## config.mk

```make
export PLATFORM = sky130hd
export DESIGN_NAME = small_vm_alu_trap_executor
export DESIGN_NICKNAME = d
export VERILOG_FILES = /design/src/rtl/core/svm_pkg.sv /design/src/rtl/core/small_vm_alu_trap_executor.sv /design/src/rtl/core/svm_decode.sv /design/src/rtl/core/svm_queue.sv /design/src/rtl/core/svm_exec.sv
export SDC_FILE = /design/constraint.sdc
export NUM_CORES = 1
export LEC_CHECK = 0
export BUFFER_PORTS_ARGS = -buffer_cell sky130_fd_sc_hd__buf_2
export CAP_MARGIN = 20
export CORE_MARGIN = 4
export CORE_UTILIZATION = 40
export CTS_CLUSTER_DIAMETER = 200
export DETAILED_ROUTE_END_ITERATION = 12
export GPL_TIMING_DRIVEN = 1
export PLACE_DENSITY = 0.55
export SLEW_MARGIN = 0
export SYNTH_ARGS = -nofsm -noshare
export SYNTH_HDL_FRONTEND = slang
export SYNTH_SLANG_ARGS = --single-unit
```

## constraint.sdc

```tcl
create_clock -name clk -period 4.5 [get_ports clk]
set_input_delay 0.9 -clock clk [delete_from_list [all_inputs] [get_ports clk]]
set_output_delay 0.9 -clock clk [all_outputs]
set_load 0.01 [all_outputs]
```

## src/rtl/core/svm_pkg.sv

```systemverilog
// ----------------------------------------------------------------------------
// svm_pkg: shared types and constants of the small vm alu/trap executor
// opcode and trap vector codes, decoded instruction word, event codes
// ----------------------------------------------------------------------------
package svm_pkg;

	localparam int XLEN   = 16;
	localparam int RIDX_W = 3;

	// major opcodes, bits 15-12
	localparam logic [3:0] OPC_ADD  = 4'h0;
	localparam logic [3:0] OPC_AND  = 4'h1;
	localparam logic [3:0] OPC_NOT  = 4'h2;
	localparam logic [3:0] OPC_TRAP = 4'h3;

	// trap vectors, bits 7-0
	localparam logic [7:0] TRAP_RDCH = 8'h20;
	localparam logic [7:0] TRAP_OUT  = 8'h21;
	localparam logic [7:0] TRAP_PUTC = 8'h22;
	localparam logic [7:0] TRAP_IN   = 8'h24;
	localparam logic [7:0] TRAP_PUTN = 8'h25;
	localparam logic [7:0] TRAP_STOP = 8'h26;

	// condition flag codes
	localparam logic [2:0] FLAG_POS  = 3'd1;
	localparam logic [2:0] FLAG_ZERO = 3'd2;
	localparam logic [2:0] FLAG_NEG  = 3'd4;

	typedef enum logic [2:0] {
		EV_NONE   = 3'd0,
		EV_CHAR   = 3'd1,
		EV_NUMBER = 3'd2,
		EV_HALTED = 3'd3,
		EV_BADOP  = 3'd4
	} event_t;

	// what the back end has to do with one instruction
	typedef enum logic [3:0] {
		K_ADD     = 4'd0,
		K_AND     = 4'd1,
		K_NOT     = 4'd2,
		K_LOAD    = 4'd3,  // r0 <= console value
		K_ECHO    = 4'd4,  // r0 <= console value, char out
		K_PUTC    = 4'd5,
		K_PUTN    = 4'd6,
		K_HALT    = 4'd7,
		K_NOP     = 4'd8,
		K_BAD     = 4'd9
	} kind_t;

	typedef struct packed {
		kind_t             kind;
		logic [RIDX_W-1:0] dr;
		logic [RIDX_W-1:0] ra;
		logic [RIDX_W-1:0] rb;
		logic              use_imm;
		logic [XLEN-1:0]   imm;
		logic [XLEN-1:0]   in_value;
	} dec_t;

endpackage

```

## src/rtl/core/small_vm_alu_trap_executor.sv

```systemverilog
// ----------------------------------------------------------------------------
// small_vm_alu_trap_executor: add/and/not/trap subset executor
// front decoder and fifo feed a register-read and execute back end
// ----------------------------------------------------------------------------
// path: an accepted beat is written into the fifo, then registered into the register
//   read stage and then into the result register that drives m_tvalid
// throughput: one instruction per cycle unless m_tready holds the output; set by
//   the single execute stage and its regfile write with bypass into the read stage
// reset: clears fifo, register file valid bits (registers read as zero),
//   condition flag, halt state and the result valid bit
module small_vm_alu_trap_executor
	import svm_pkg::*;
#(
	parameter int QUEUE_DEPTH = 4
) (
	input  logic        clk,
	input  logic        arst_n,
	input  logic        s_tvalid,
	output logic        s_tready,
	input  logic [31:0] s_tdata,   // instr, in_value
	output logic        m_tvalid,
	input  logic        m_tready,
	output logic [23:0] m_tdata,   // out_value, cond_code, is_halted, zero pad
	output logic [2:0]  m_tuser    // event_res
);

	dec_t dec;
	dec_t head;
	logic full;
	logic push;
	logic pop;
	logic head_valid;

	// front end: classify the incoming beat
	svm_decode u_decode (
		.instr    (s_tdata[15:0]),
		.in_value (s_tdata[31:16]),
		.dec      (dec)
	);

	assign s_tready = !full;
	assign push     = s_tvalid && !full;

	// decoupling fifo
	svm_queue #(
		.DEPTH (QUEUE_DEPTH)
	) u_queue (
		.clk        (clk),
		.arst_n     (arst_n),
		.push       (push),
		.push_data  (dec),
		.full       (full),
		.pop        (pop),
		.head_valid (head_valid),
		.head       (head)
	);

	// back end: execute and deliver results
	svm_exec u_exec (
		.clk        (clk),
		.arst_n     (arst_n),
		.head_valid (head_valid),
		.head       (head),
		.pop        (pop),
		.m_tvalid   (m_tvalid),
		.m_tready   (m_tready),
		.m_tdata    (m_tdata),
		.m_tuser    (m_tuser)
	);

	// a halt event always reports the halted state
	a_halt_flag : assert property (@(posedge clk) disable iff (!arst_n)
		(m_tvalid && (m_tuser == EV_HALTED)) |-> m_tdata[19])
		else $error("halt event without halted state");

	// condition code is zero or a single flag
	a_cond_onehot : assert property (@(posedge clk) disable iff (!arst_n)
		m_tvalid |-> $onehot0(m_tdata[18:16]))
		else $error("condition code not one-hot");

	// back end never pops an empty fifo
	a_pop_valid : assert property (@(posedge clk) disable iff (!arst_n)
		pop |-> head_valid)
		else $error("pop from empty queue");

	// once halted, later results stay halted with no further events
	a_halt_sticky : assert property (@(posedge clk) disable iff (!arst_n)
		(m_tvalid && m_tdata[19] && (m_tuser != EV_HALTED)) |-> (m_tuser == EV_NONE))
		else $error("event after halt");

endmodule

```

## src/rtl/core/svm_decode.sv

```systemverilog
// ----------------------------------------------------------------------------
// svm_decode: front end classifier
// splits the instruction word into operation kind, register indexes, immediate
// ----------------------------------------------------------------------------
module svm_decode
	import svm_pkg::*;
(
	input  logic [XLEN-1:0] instr,
	input  logic [XLEN-1:0] in_value,
	output dec_t            dec
);

	kind_t trap_kind;

	// trap vector classification, unknown vectors do nothing
	always_comb begin
		unique case (instr[7:0])
			TRAP_RDCH, TRAP_IN: trap_kind = K_LOAD;
			TRAP_OUT:           trap_kind = K_ECHO;
			TRAP_PUTC:          trap_kind = K_PUTC;
			TRAP_PUTN:          trap_kind = K_PUTN;
			TRAP_STOP:          trap_kind = K_HALT;
			default:            trap_kind = K_NOP;
		endcase
	end

	// opcode classification and field extraction
	always_comb begin
		dec.dr       = instr[11:9];
		dec.ra       = instr[8:6];
		dec.rb       = instr[2:0];
		dec.use_imm  = instr[5];
		dec.imm      = {{(XLEN-5){instr[4]}}, instr[4:0]};
		dec.in_value = in_value;
		unique case (instr[15:12])
			OPC_ADD:  dec.kind = K_ADD;
			OPC_AND:  dec.kind = K_AND;
			OPC_NOT:  dec.kind = K_NOT;
			OPC_TRAP: begin
				dec.kind = trap_kind;
				// trap outputs read r0 through port a
				dec.ra   = '0;
			end
			default:  dec.kind = K_BAD;
		endcase
	end

endmodule

```

## src/rtl/core/svm_queue.sv

```systemverilog
// ----------------------------------------------------------------------------
// svm_queue: decoupling fifo between front and back end
// holds decoded instructions, head entry shown combinationally
// ----------------------------------------------------------------------------
module svm_queue
	import svm_pkg::*;
#(
	parameter int DEPTH = 4
) (
	input  logic clk,
	input  logic arst_n,
	input  logic push,
	input  dec_t push_data,
	output logic full,
	input  logic pop,
	output logic head_valid,
	output dec_t head
);

	localparam int PTR_W = (DEPTH > 1) ? $clog2(DEPTH) : 1;
	localparam int CNT_W = $clog2(DEPTH + 1);

	dec_t             ent_q [DEPTH];
	logic [PTR_W-1:0] wr_ptr_q;
	logic [PTR_W-1:0] rd_ptr_q;
	logic [CNT_W-1:0] count_q;

	function automatic logic [PTR_W-1:0] ptr_next(input logic [PTR_W-1:0] p);
		if (p == PTR_W'(DEPTH - 1)) begin
			return '0;
		end
		return p + PTR_W'(1);
	endfunction

	assign full       = (count_q == CNT_W'(DEPTH));
	assign head_valid = (count_q != '0);
	assign head       = ent_q[rd_ptr_q];

	// entry storage
	always_ff @(posedge clk) begin
		if (push) begin
			ent_q[wr_ptr_q] <= push_data;
		end
	end

	// pointers and fill count
	always_ff @(posedge clk or negedge arst_n) begin
		if (!arst_n) begin
			wr_ptr_q <= '0;
			rd_ptr_q <= '0;
			count_q  <= '0;
		end else begin
			if (push) begin
				wr_ptr_q <= ptr_next(wr_ptr_q);
			end
			if (pop) begin
				rd_ptr_q <= ptr_next(rd_ptr_q);
			end
			if (push && !pop) begin
				count_q <= count_q + CNT_W'(1);
			end else if (pop && !push) begin
				count_q <= count_q - CNT_W'(1);
			end
		end
	end

endmodule

```

## src/rtl/core/svm_exec.sv

```systemverilog
// ----------------------------------------------------------------------------
// svm_exec: back end, register read stage, execute stage and result register
// owns the register file, condition flag and halt state
// ----------------------------------------------------------------------------
module svm_exec
	import svm_pkg::*;
(
	input  logic            clk,
	input  logic            arst_n,
	input  logic            head_valid,
	input  dec_t            head,
	output logic            pop,
	output logic            m_tvalid,
	input  logic            m_tready,
	output logic [23:0]     m_tdata,   // out_value, cond_code, is_halted, zero pad
	output logic [2:0]      m_tuser    // event_res
);

	localparam int NREGS = 2 ** RIDX_W;

	// register file, entries read as zero until first written
	logic [XLEN-1:0]  gpr_mem [NREGS];
	logic [NREGS-1:0] gpr_vld_q;

	// read stage
	logic             s1_valid_q;
	dec_t             dec_s1;
	logic [XLEN-1:0]  rda_s1;
	logic [XLEN-1:0]  rdb_s1;

	// architectural flags
	logic [2:0]       cond_q;
	logic             halted_q;

	// result register
	logic             out_valid_q;
	event_t           out_ev_q;
	logic [XLEN-1:0]  out_val_q;
	logic [2:0]       out_cond_q;
	logic             out_halt_q;

	// execute signals
	logic             adv;
	logic [XLEN-1:0]  opb;
	logic             we;
	logic [RIDX_W-1:0] wa;
	logic [XLEN-1:0]  wd;
	logic             flag_upd;
	logic             halt_set;
	event_t           ev;
	logic [XLEN-1:0]  oval;
	logic [2:0]       cond_nxt;
	logic             wr_en;

	function automatic logic [2:0] flag_of(input logic [XLEN-1:0] v);
		if (v == '0) begin
			return FLAG_ZERO;
		end
		if (v[XLEN-1]) begin
			return FLAG_NEG;
		end
		return FLAG_POS;
	endfunction

	// stage handshake
	assign adv   = s1_valid_q && (!out_valid_q || m_tready);
	assign pop   = head_valid && (!s1_valid_q || adv);
	assign wr_en = adv && we;

	// execute
	always_comb begin
		opb      = dec_s1.use_imm ? dec_s1.imm : rdb_s1;
		we       = 1'b0;
		wa       = dec_s1.dr;
		wd       = '0;
		flag_upd = 1'b0;
		halt_set = 1'b0;
		ev       = EV_NONE;
		oval     = '0;
		if (!halted_q) begin
			unique case (dec_s1.kind)
				K_ADD: begin
					we       = 1'b1;
					wd       = rda_s1 + opb;
					flag_upd = 1'b1;
				end
				K_AND: begin
					we       = 1'b1;
					wd       = rda_s1 & opb;
					flag_upd = 1'b1;
				end
				K_NOT: begin
					we       = 1'b1;
					wd       = ~rda_s1;
					flag_upd = 1'b1;
				end
				K_LOAD: begin
					we       = 1'b1;
					wa       = '0;
					wd       = dec_s1.in_value;
					flag_upd = 1'b1;
				end
				K_ECHO: begin
					we       = 1'b1;
					wa       = '0;
					wd       = dec_s1.in_value;
					flag_upd = 1'b1;
					ev       = EV_CHAR;
					oval     = {{(XLEN-8){1'b0}}, dec_s1.in_value[7:0]};
				end
				K_PUTC: begin
					ev   = EV_CHAR;
					oval = {{(XLEN-8){1'b0}}, rda_s1[7:0]};
				end
				K_PUTN: begin
					ev   = EV_NUMBER;
					oval = rda_s1;
				end
				K_HALT: begin
					halt_set = 1'b1;
					ev       = EV_HALTED;
				end
				K_BAD: begin
					ev = EV_BADOP;
				end
				default: begin
					ev = EV_NONE;
				end
			endcase
		end
		cond_nxt = flag_upd ? flag_of(wd) : cond_q;
	end

	// register file write port
	always_ff @(posedge clk) begin
		if (wr_en) begin
			gpr_mem[wa] <= wd;
		end
	end

	// register read with bypass of the write in the same cycle
	always_ff @(posedge clk) begin
		if (pop) begin
			dec_s1 <= head;
			if (wr_en && (wa == head.ra)) begin
				rda_s1 <= wd;
			end else begin
				rda_s1 <= gpr_vld_q[head.ra] ? gpr_mem[head.ra] : '0;
			end
			if (wr_en && (wa == head.rb)) begin
				rdb_s1 <= wd;
			end else begin
				rdb_s1 <= gpr_vld_q[head.rb] ? gpr_mem[head.rb] : '0;
			end
		end
	end

	// result payload
	always_ff @(posedge clk) begin
		if (adv) begin
			out_ev_q   <= ev;
			out_val_q  <= oval;
			out_cond_q <= cond_nxt;
			out_halt_q <= halted_q || halt_set;
		end
	end

	// control state
	always_ff @(posedge clk or negedge arst_n) begin
		if (!arst_n) begin
			gpr_vld_q   <= '0;
			s1_valid_q  <= 1'b0;
			cond_q      <= '0;
			halted_q    <= 1'b0;
			out_valid_q <= 1'b0;
		end else begin
			if (wr_en) begin
				gpr_vld_q[wa] <= 1'b1;
			end
			if (pop) begin
				s1_valid_q <= 1'b1;
			end else if (adv) begin
				s1_valid_q <= 1'b0;
			end
			if (adv) begin
				cond_q      <= cond_nxt;
				halted_q    <= halted_q || halt_set;
				out_valid_q <= 1'b1;
			end else if (m_tready) begin
				out_valid_q <= 1'b0;
			end
		end
	end

	assign m_tvalid = out_valid_q;
	assign m_tuser  = out_ev_q;
	assign m_tdata  = {4'b0000, out_halt_q, out_cond_q, out_val_q};

endmodule

```

# After elaboration in Yosys (flattened, before gate mapping)
# Memory sizes are Yosys's and may differ from the RTL's.
# Index checks and enable logic that the tools add are counted.
# word_totals
register_bits	116
mem_bits_rw	312
input_bits	36
output_inout_bits	29
elab_cells	133
n_memories	2
# mem_list
name	words	width	rd	rd_ports_with_merged_regs	write_ports	line_no	rtl
u_queue.ent_q	4	46	1	0	1	svm_queue.sv:23	dec_t ent_q [DEPTH];
u_exec.gpr_mem	8	16	2	0	1	svm_exec.sv:22	logic [XLEN-1:0] gpr_mem [NREGS];
# op_classes
n_addsub	5
n_lt_le_gt_ge	4
n_eq_ne	22
mux	50
n_bitwise	3
n_reduce_logical	28
# ops
operator	n
16-bit 2-to-1 mux	6
16-bit one-hot mux with 4 select lines	1
8-bit by 6-bit == test with 1-bit output, second input constant	6
16-bit one-hot mux with 3 select lines	1
3-bit 2-to-1 mux	10
1-bit 2-to-1 mux	22
4-bit one-hot mux with 5 select lines	1
16-bit adder	1
16-bit bitwise AND	1
4-bit by 2-bit == test with 1-bit output, second input constant	4
4-bit by 3-bit == test with 1-bit output, second input constant	4
16-bit logical NOT	1
16-bit NOT	1
4-bit one-hot mux with 4 select lines	1
3-bit by 4-bit less-than comparator with 1-bit output, second input constant	3
3-bit one-hot mux with 4 select lines	1
1-bit logical AND	9
4-bit by 1-bit == test with 1-bit output, second input constant	2
4-bit logical NOT	2
2-bit 2-to-1 mux	4
8-bit OR	1
1-bit binary-select mux with 3-bit select	2
3-bit == test	2
2-bit nonzero test	3
13 further kinds	23

# Depth between registers and ports, before layout
# Gate-level depths: netlist of the first run.
# logic_depth
depth_word	10
depth_mapped	14
depth_no_buf	11

# Modules after synthesis
# A second synthesis of the first run with hierarchy kept.
# hier_totals
hier_cells	1136
hier_area_um2	19324.8
# modules_own_cells
mod	instances	cells_per_inst	area_each_um2	seq_area_each_um2
svm_exec	1	795	11832.6	7046.8
svm_queue	1	277	7044.3	5700.5
svm_decode	1	62	437.9	0.0
small_vm_alu_trap_executor	1	2	10.0	0.0

# Worst setup path before layout of the first run
# No wires, ideal clock.
# synth_timing
kind	input port to flip-flop
start	input port m_tready
end	register u_queue.count_q[1]
setup_time_ps	125
arrival_time_ps	5270
required_time_ps	4375
path_slack_ps	-895
path_stages	7
path_buffers	0
path_cell_list	nor2b_1 a21oi_1 inv_1 ha_1 inv_1 fa_1 mux2_2
# synth_via
elab_chain_len	7
word_cells_on_any_way	9
cone_classes	mux (1); reduce/logical (8)
# synth_lines
element	line_no	rtl
start: declaration	small_vm_alu_trap_executor.sv:22	input logic m_tready,
1-bit logical OR *	svm_exec.sv:66	assign adv = s1_valid_q && (!out_valid_q || m_tready);
1-bit logical AND *	svm_exec.sv:66	
1-bit logical OR *	svm_exec.sv:67	assign pop = head_valid && (!s1_valid_q || adv);
1-bit logical AND *	svm_exec.sv:67	
via pop	small_vm_alu_trap_executor.sv:31	logic pop;
1-bit logical NOT	svm_queue.sv:59	if (push && !pop) begin
1-bit logical AND	svm_queue.sv:59	
3-bit 2-to-1 mux / 2-bit nonzero test (equally long branches)	--	
end signal: assignment	svm_queue.sv:60	count_q <= count_q + CNT_W'(1);
end signal: assignment	svm_queue.sv:62	count_q <= count_q - CNT_W'(1);
end: declaration	svm_queue.sv:26	logic [CNT_W-1:0] count_q;
# Mark *: on every way through the listed nets, which the timed path passes. The rest lies on a longest branch.
# A chain may end at the register's enable or synchronous reset.

# Worst setup path in the final report of the first run
# layout_timing
start	register u_exec.dec_s1[32] (netlist bit)
end	register u_exec.rdb_s1[10], data pin
# layout_via
elab_chain_len	5
word_cells_on_any_way	6
cone_classes	add/sub (1); mux (4); bitwise (1)
# layout_lines
element	line_no	rtl
start: declaration	svm_exec.sv:27	dec_t dec_s1;
start signal: assignment	svm_exec.sv:144	dec_s1 <= head;
16-bit 2-to-1 mux *	svm_exec.sv:72	opb = dec_s1.use_imm ? dec_s1.imm : rdb_s1;
16-bit adder / 16-bit bitwise AND (equally long branches)	svm_exec.sv:84, svm_exec.sv:89	
16-bit one-hot mux with 4 select lines *	svm_exec.sv:81	unique case (dec_s1.kind)
16-bit 2-to-1 mux *	svm_exec.sv:80	if (!halted_q) begin
via u_exec.wd[10]	svm_exec.sv:47	logic [XLEN-1:0] wd;
16-bit 2-to-1 mux *	svm_exec.sv:150	if (wr_en && (wa == head.rb)) begin
end signal: assignment	svm_exec.sv:151	rdb_s1 <= wd;
end signal: assignment	svm_exec.sv:153	rdb_s1 <= gpr_vld_q[head.rb] ? gpr_mem[head.rb] : '0;
end: declaration	svm_exec.sv:29	logic [XLEN-1:0] rdb_s1;
# Marked as above.

==> results of run 1 <==
## cell families (layout without fill, tap and decap cells)
logic type / after synthesis / after routing
flip-flops: 361 / 361
XOR/XNOR: 14 / 14
AND/OR/NAND/NOR: 268 / 268
multiplexers: 110 / 110
buffers and inverters: 91 / 192
AO/OA/AOI/OAI: 193 / 193
other: 1 / 5
adder cells (fa/ha/maj): 25 / 25
## registers in the layout (all words and copies together) (netlist names), 8 cells and up
signal / count
u_exec.rda_s1: 16
u_exec.gpr_mem: 128
u_exec.rdb_s1: 16
u_exec.out_val_q: 16
u_queue.ent_q: 128
u_exec.dec_s1: 29
u_exec.gpr_vld_q: 8
## per-stage QoR
stage	cell area, sq um	cells	worst slack, ns
after floorplan	16600	1066	0.559
after global placement	17500	1627	0.784
after detailed placement	17500	1627	0.783
after CTS	18700	1699	0.739
after global routing	18700	1699	0.468
final	18700	1700	0.728
## cell usage in the layout (no fill, tap or decap), types with 16 or more instances in the layout
master and n:
nand2_1 81, o21ai_1 16, buf_4 34, a31oi_1 21, a21oi_1 37, dfrtp_1 20, ha_1 22, edfxtp_1 340
a22oi_1 17, o21ai_0 42, nor2_1 72, mux4_2 91, buf_2 60, and2_1 17, nand3_1 22, inv_1 25
clkbuf_16 40
## cells in the mapped netlist (3+ instances only)
master,count,share of area
or4_1,3,0.0014
xnor2_1,8,0.0042
nor3b_1,3,0.0014
a21o_1,3,0.0014
clkbuf_1,19,0.0043
or2_2,12,0.0045
edfxtp_1,340,0.61
dfrtp_1,21,0.032
mux4_2,90,0.12
mux4_1,10,0.016
mux2i_1,3,0.0018
o211ai_1,10,0.0045
a21oi_1,38,0.011
o2bb2ai_1,4,0.0021
nor3_1,13,0.0039
xor2_1,6,0.0032
buf_6,14,0.0095
a22oi_1,17,0.0077
nand4_1,5,0.0019
nand2_1,81,0.018
buf_1,4,0.00090
ha_1,22,0.017
buf_2,18,0.0054
o21ai_1,16,0.0048
and2_1,17,0.0064
and3_1,10,0.0038
a211o_1,3,0.0016
mux2_2,7,0.0047
o21a_1,10,0.0045
nand2_2,3,0.0011
buf_4,11,0.0050
nand3_1,22,0.0066
o21ai_0,42,0.013
nand2b_1,5,0.0019
o22ai_1,4,0.0015
nor2b_1,8,0.0030
o21bai_1,4,0.0018
a211oi_1,4,0.0018
nor2_1,73,0.016
inv_1,25,0.0056
a31oi_1,21,0.0079
## path summary, 6_finish.rpt
path	from	to	slack (ns)	depth (start not counted)
min reg2reg	u_exec.gpr_vld_q[1]	u_exec.gpr_vld_q[1]	0.48	1
max	u_exec.dec_s1[32]	u_exec.rdb_s1[10]	0.73	11
max in group asynchronous	arst_n	u_queue.rd_ptr_q[0]	3.67	1
min in group clk	u_exec.gpr_vld_q[1]	u_exec.gpr_vld_q[1]	0.48	1
min	arst_n	u_exec.halted_q	0.38	1
max reg2reg	u_exec.dec_s1[32]	u_exec.rdb_s1[10]	0.73	11
## power by group through the flow
stage,combinational [mW],clock (mW),sequential (mW)
floorplan,4.54,0,5.13
global placement,5.98,0,5.36
detailed placement,5.99,0,5.38
CTS,6.02,3.14,5.32
global route,6.52,3.29,5.40
finish,5.95,3.06,5.31
## final cells by class
cell class / instances / share of cell area
clock buffers: 52 / 0.0559
inverters: 25 / 0.00502
well taps: 532 / 0.0356
multi-input cells: 614 / 0.289
repair buffers: 95 / 0.0308
diodes: 1 / 0.000134
flip-flops and latches: 361 / 0.574
clock inverters: 20 / 0.00923
## per-layer routing
| layer | wire length (um) | part of all wire | track usage |
|---|---|---|---|
| met5 | 0 | 0 | 0 |
| met2 | 18700 | 0.47 | 0.282 |
| met3 | 2230 | 0.056 | 0.0282 |
| met4 | 1120 | 0.028 | 0.0500 |
| met1 | 17900 | 0.45 | 0.261 |
==> results.json, run 1 <==
{
  "outcome": "completed",
  "syn_area_sq_mm": 0.0166,
  "postCtsSetupBuffers": 0,
  "portBuffers": 60,
  "wirelength_mm": 39.9,
  "route.vias.total": 9725,
  "start_kind": "register",
  "cts_tree": "built",
  "worstPathArrival_ns": 4.07,
  "drive_gt1_frac": 0.237,
  "synth_edf_count": 340,
  "ios": 65,
  "grt_pass1_vias": 10100,
  "layout.nets": 1196,
  "clkSlewWorstSetupHoldPaths_ns": 0.06,
  "async_reset_ff_frac": 0.0582,
  "multiInputGateArea_sq_mm": 0.00541,
  "hold_path_class": "primary input to asynchronous set/reset pin",
  "maxCapViolations": 0,
  "cp-end-kind": "register",
  "viasPerCell": 5.72,
  "synthSimpleGateAreaFrac": 0.0788,
  "grt-ovfl-total": 0,
  "cts_hold_buf": 0,
  "clock_power_share": 0.214,
  "swShare": 0.375,
  "setup_viol": 0,
  "finalHoldViolations": 0,
  "gp_congestion": 0.879,
  "synth_compound_gate_area_share": 0.0730,
  "fin_util": 0.457,
  "synthXorXnorAreaFrac": 0.00738,
  "cp.required_ns": 4.80,
  "skew_ns": 0.0146,
  "crit_buf_inv": 0,
  "worst_pin_slew_ns": 1.00,
  "seqCellArea_sq_mm": 0.0107,
  "synthMuxAreaShare": 0.144,
  "power_frac_seq": 0.371,
  "h-tree-depth": 2,
  "hold_slack_ns": 0.381,
  "grt_max_degree": 64,
  "grt_pass1_wl_mm": 60.9,
  "synthCells": 1063,
  "first_pass_iters": 7,
  "rsz0062_at_grt": "false",
  "min_period_ns": 3.77,
  "drtIter0Drc": 725,
  "crit_family": "compound AO/OA/AOI/OAI gates",
  "grt_usage": 0.179,
  "areaGrowthSynthToFinish_pct": 12.5,
  "synthAdderAreaFrac": 0.0196,
  "core_region_area_sq_mm": 0.0409,
  "crit_type": "register to register",
  "synth_top_family_by_area": "multiplexers",
  "max-vdd-ir-drop_v": 0.000374,
  "die-area_sq_mm": 0.0449,
  "critPathMaxStageDelay_ns": 0.50,
  "numCtsBuffers": 39,
  "slew_headroom": 0.333,
  "cts.sinks": 361,
  "yosysWarningCount": 0,
  "insertion_delay_ns": 0.54,
  "maxSlewViolCount": 0,
  "path_cells": "mux2_2 -> ha_1 -> fa_1 -> a211oi_1 -> o21bai_1 -> o21ai_1 -> o21ai_0 -> xor2_1 -> a221oi_1 -> nor2_1 -> o21a_1",
  "drcViolationCount": 0,
  "fill_cells": 3650,
  "start_util": 0.406,
  "yosysSeqAreaShare": 0.646,
  "ys_types": 68,
  "avgSynthCellArea_sq_um": 15.6,
  "hpwl_mm": 25.7,
  "post_cts_resized": 0,
  "cp_max_fo": 10,
  "rows": 74,
  "combPwrFrac": 0.416,
  "power_mw": 14.3,
  "ys_seq_elements": 361,
  "period_share": 0.838,
  "switchingPower_mw": 5.37,
  "total_leakage_power_nw": 6.48,
  "power_density_mw_per_mm2": 766,
  "p_int_mw": 8.95,
  "fmax_ghz": 0.265,
  "antenna_found_initial": 0,
  "finalSetupTns_ns": 0,
  "cts_buffer_depth": 3,
  "ant_nets": 0,
  "die_width_um": 212,
  "post_drt_wl_per_cell_um": 23.5,
  "die_y_um": 212,
  "crit_path_top_delay_cell": "a221oi_1",
  "cts-root-buf": "clkbuf_16",
  "ys.flop_type": "edfxtp_1"
}
Note: power is estimated with default switching activity, not from simulation.
==> run 2, diff against run 1 <==
- ABC_AREA: default -> 1
- clock period: 4.5 -> 3.4 ns (I/O delays scaled with it)
==> results.json, run 2 <==
{
  "grt_pass1_wl_mm": 72.2,
  "path_cells": "inv_2 -> o21ai_0 -> nand2_2 -> buf_4 -> buf_4 -> o21ai_0 -> a21oi_1 -> o21ai_0 -> nand3_1 -> o21ai_1",
  "finalSetupTns_ns": 0,
  "slew_headroom": 0.532,
  "yosysSeqAreaShare": 0.616,
  "route.vias.total": 12900,
  "worstPathArrival_ns": 3.41,
  "period_share": 0.914,
  "maxCapViolations": 0,
  "syn_area_sq_mm": 0.0174,
  "top_regs": "u_exec.gpr_mem x128, u_queue.ent_q x128, u_exec.dec_s1 x29",
  "start_kind": "register",
  "maxSlewViolCount": 0,
  "hold_path_class": "primary input to asynchronous set/reset pin",
  "cts_hold_buf": 0,
  "dpl.cell_count": 2373,
  "die-area_sq_mm": 0.0469,
  "combPwrFrac": 0.453,
  "outcome": "completed",
  "rows": 76,
  "async_reset_ff_frac": 0.0582,
  "insertion_delay_ns": 0.59,
  "n_antenna_cell": 0,
  "drtIter0Drc": 898,
  "ys.flop_type": "edfxtp_1",
  "power_frac_seq": 0.334,
  "cts_tree": "built",
  "setup_viol": 0,
  "yosysWarningCount": 0,
  "final_cell_mix": "389 x nand2_1, 340 x edfxtp_1, 173 x o21ai_0, 172 x inv_1, 160 x nor2_1",
  "cp_max_fo": 36,
  "avgSynthCellArea_sq_um": 9.82,
  "synthCells": 1773,
  "portBuffers": 60,
  "viasPerCell": 5.28,
  "multiInputGateArea_sq_mm": 0.00558,
  "first_pass_iters": 8,
  "synth_area_leader_cell": "edfxtp_1",
  "ys_top_cells_by_count": "390 x nand2_1, 340 x edfxtp_1, 173 x inv_1, 173 x o21ai_0, 168 x nor2_1",
  "rsz0062_at_grt": "false",
  "grt_usage": 0.199,
  "grt_max_degree": 104,
  "die_width_um": 217,
  "areaGrowthSynthToFinish_pct": 12.7,
  "ys_seq_elements": 361,
  "critPathMaxStageDelay_ns": 0.52,
  "crit_family": "buffers and inverters",
  "hold_slack_ns": 0.116,
  "fill_cells": 4069,
  "die_y_um": 217,
  "stdcell_count": 2443,
  "total_leakage_power_nw": 7.76,
  "swShare": 0.432,
  "cts-root-buf": "clkbuf_16",
  "synth_most_common_cell": "nand2_1",
  "postCtsSetupBuffers": 0,
  "max-vdd-ir-drop_v": 0.000490,
  "yosysTopAreaCellShare": 0.586,
  "cts_buffer_depth": 3,
  "yosys-top-cells-area": "edfxtp_1 59%, nand2_1 8.4%, o21ai_0 5.0%",
  "cp.required_ns": 3.70,
  "grt_pass1_vias": 12500,
  "synth_edf_count": 340,
  "cts.sinks": 361,
  "start_util": 0.404,
  "antenna_found_initial": 0,
  "layout.nets": 1890,
  "min_period_ns": 3.11,
  "power_mw": 19.3,
  "numCtsBuffers": 40,
  "fmax_ghz": 0.322,
  "h-tree-depth": 2,
  "finalHoldViolations": 0,
  "p_int_mw": 11.0,
  "core_region_area_sq_mm": 0.0431,
  "skew_ns": 0.0317,
  "ios": 65,
  "switchingPower_mw": 8.36,
  "drive_gt1_frac": 0.122,
  "post_drt_wl_per_cell_um": 19.3,
  "drcViolationCount": 0,
  "crit_buf_inv": 3,
  "ant_nets": 0,
  "seqCellArea_sq_mm": 0.0107,
  "clock_power_share": 0.214,
  "wirelength_mm": 47.2,
  "grt-ovfl-total": 0,
  "cp_common_cell": "o21ai_0",
  "worst_pin_slew_ns": 0.701,
  "power_density_mw_per_mm2": 985,
  "ys_types": 43,
  "crit_type": "register to register",
  "crit_path_top_delay_cell": "dfrtp_2",
  "clkSlewWorstSetupHoldPaths_ns": 0.06,
  "hpwl_mm": 30.0,
  "final_common_cell": "nand2_1",
  "cp-end-kind": "register",
  "gp_congestion": 0.849
}
run 2: cell types whose count changed in the layout (fill, tap and decap cells not counted), sizes merged, moves of 23 or more:
| cell | change |
|---|---|
| nand2 | +316 |
| inv | +164 |
| a21oi | +37 |
| o22ai | +35 |
| nor2 | +117 |
| nand3 | +106 |
| mux4 | -100 |
| o211ai | +23 |
| o21ai | +147 |
run 2: layer usage:
layer,GRT usage,share of wire,up-vias
met5,0,0,-
met4,0.0762,0.033,0
met3,0.0290,0.057,89
met2,0.316,0.47,407
met1,0.277,0.44,6241
li1,-,-,6172
run 2: timing repair:
item,4_1_cts,5_1_grt
hold endpoints to repair,0,0
setup endpoints to repair,0,6
gates resized for setup,0,4
run 2: logic make-up after synthesis:
kind of cell | count (synthesis) | share of synthesized area
buf+inv | 277 | 0.0674
flops | 361 | 0.616
fa+ha+maj | 24 | 0.0181
xor+xnor | 6 | 0.00345
compound gates | 357 | 0.113
other cells | 1 | 0.000215
mux | 4 | 0.00259
simple gates | 743 | 0.179
run 2: power groups by stage:
stage                     combinational (mW)  sequential, mW  clock (mW)
final                                   8.76            6.45        4.13
after global routing                    9.75            6.53        4.42
after CTS                               8.80            6.46        4.24
after detailed placement                8.76            6.55           0
after global placement                  8.71            6.54           0
after floorplan                         5.93            6.44           0
run 2: layout make-up:
cell class / instances / share of cell area
Sequential cell: 361 / 0.547
Tap cell: 585 / 0.0373
Inverter: 188 / 0.0359
Clock inverter: 24 / 0.0109
Clock buffer: 46 / 0.0521
Timing Repair Buffer: 101 / 0.0331
Multi-Input combinational cell: 1138 / 0.284
run 2: final timing paths:
path | start | endpoint | slack (ns) | cells after the start
min in group clk | s_tdata[9] | u_queue.ent_q[1][39] | 0.32 | 1
setup reg to reg | u_queue.rd_ptr_q[0] | u_exec.rda_s1[11] | 0.29 | 10
hold / removal | arst_n | u_exec.cond_q[1] | 0.12 | 1
setup / recovery | u_queue.rd_ptr_q[0] | u_exec.rda_s1[11] | 0.29 | 10
max in group asynchronous | arst_n | u_queue.rd_ptr_q[0] | 2.83 | 1
hold reg to reg | u_exec.gpr_vld_q[1] | u_exec.gpr_vld_q[1] | 0.48 | 2
run 2: stage by stage:
step | setup WS (ns) | area (sq um) | util
2_1_floorplan | 0.523 | 17400 | -
3_3_place_gp | 0.279 | 18400 | 0.427
3_5_place_dp | 0.220 | 18400 | 0.427
4_1_cts | 0.188 | 19600 | 0.456
5_1_grt | 0.00850 | 19600 | 0.456
6_report | 0.292 | 19600 | 0.456
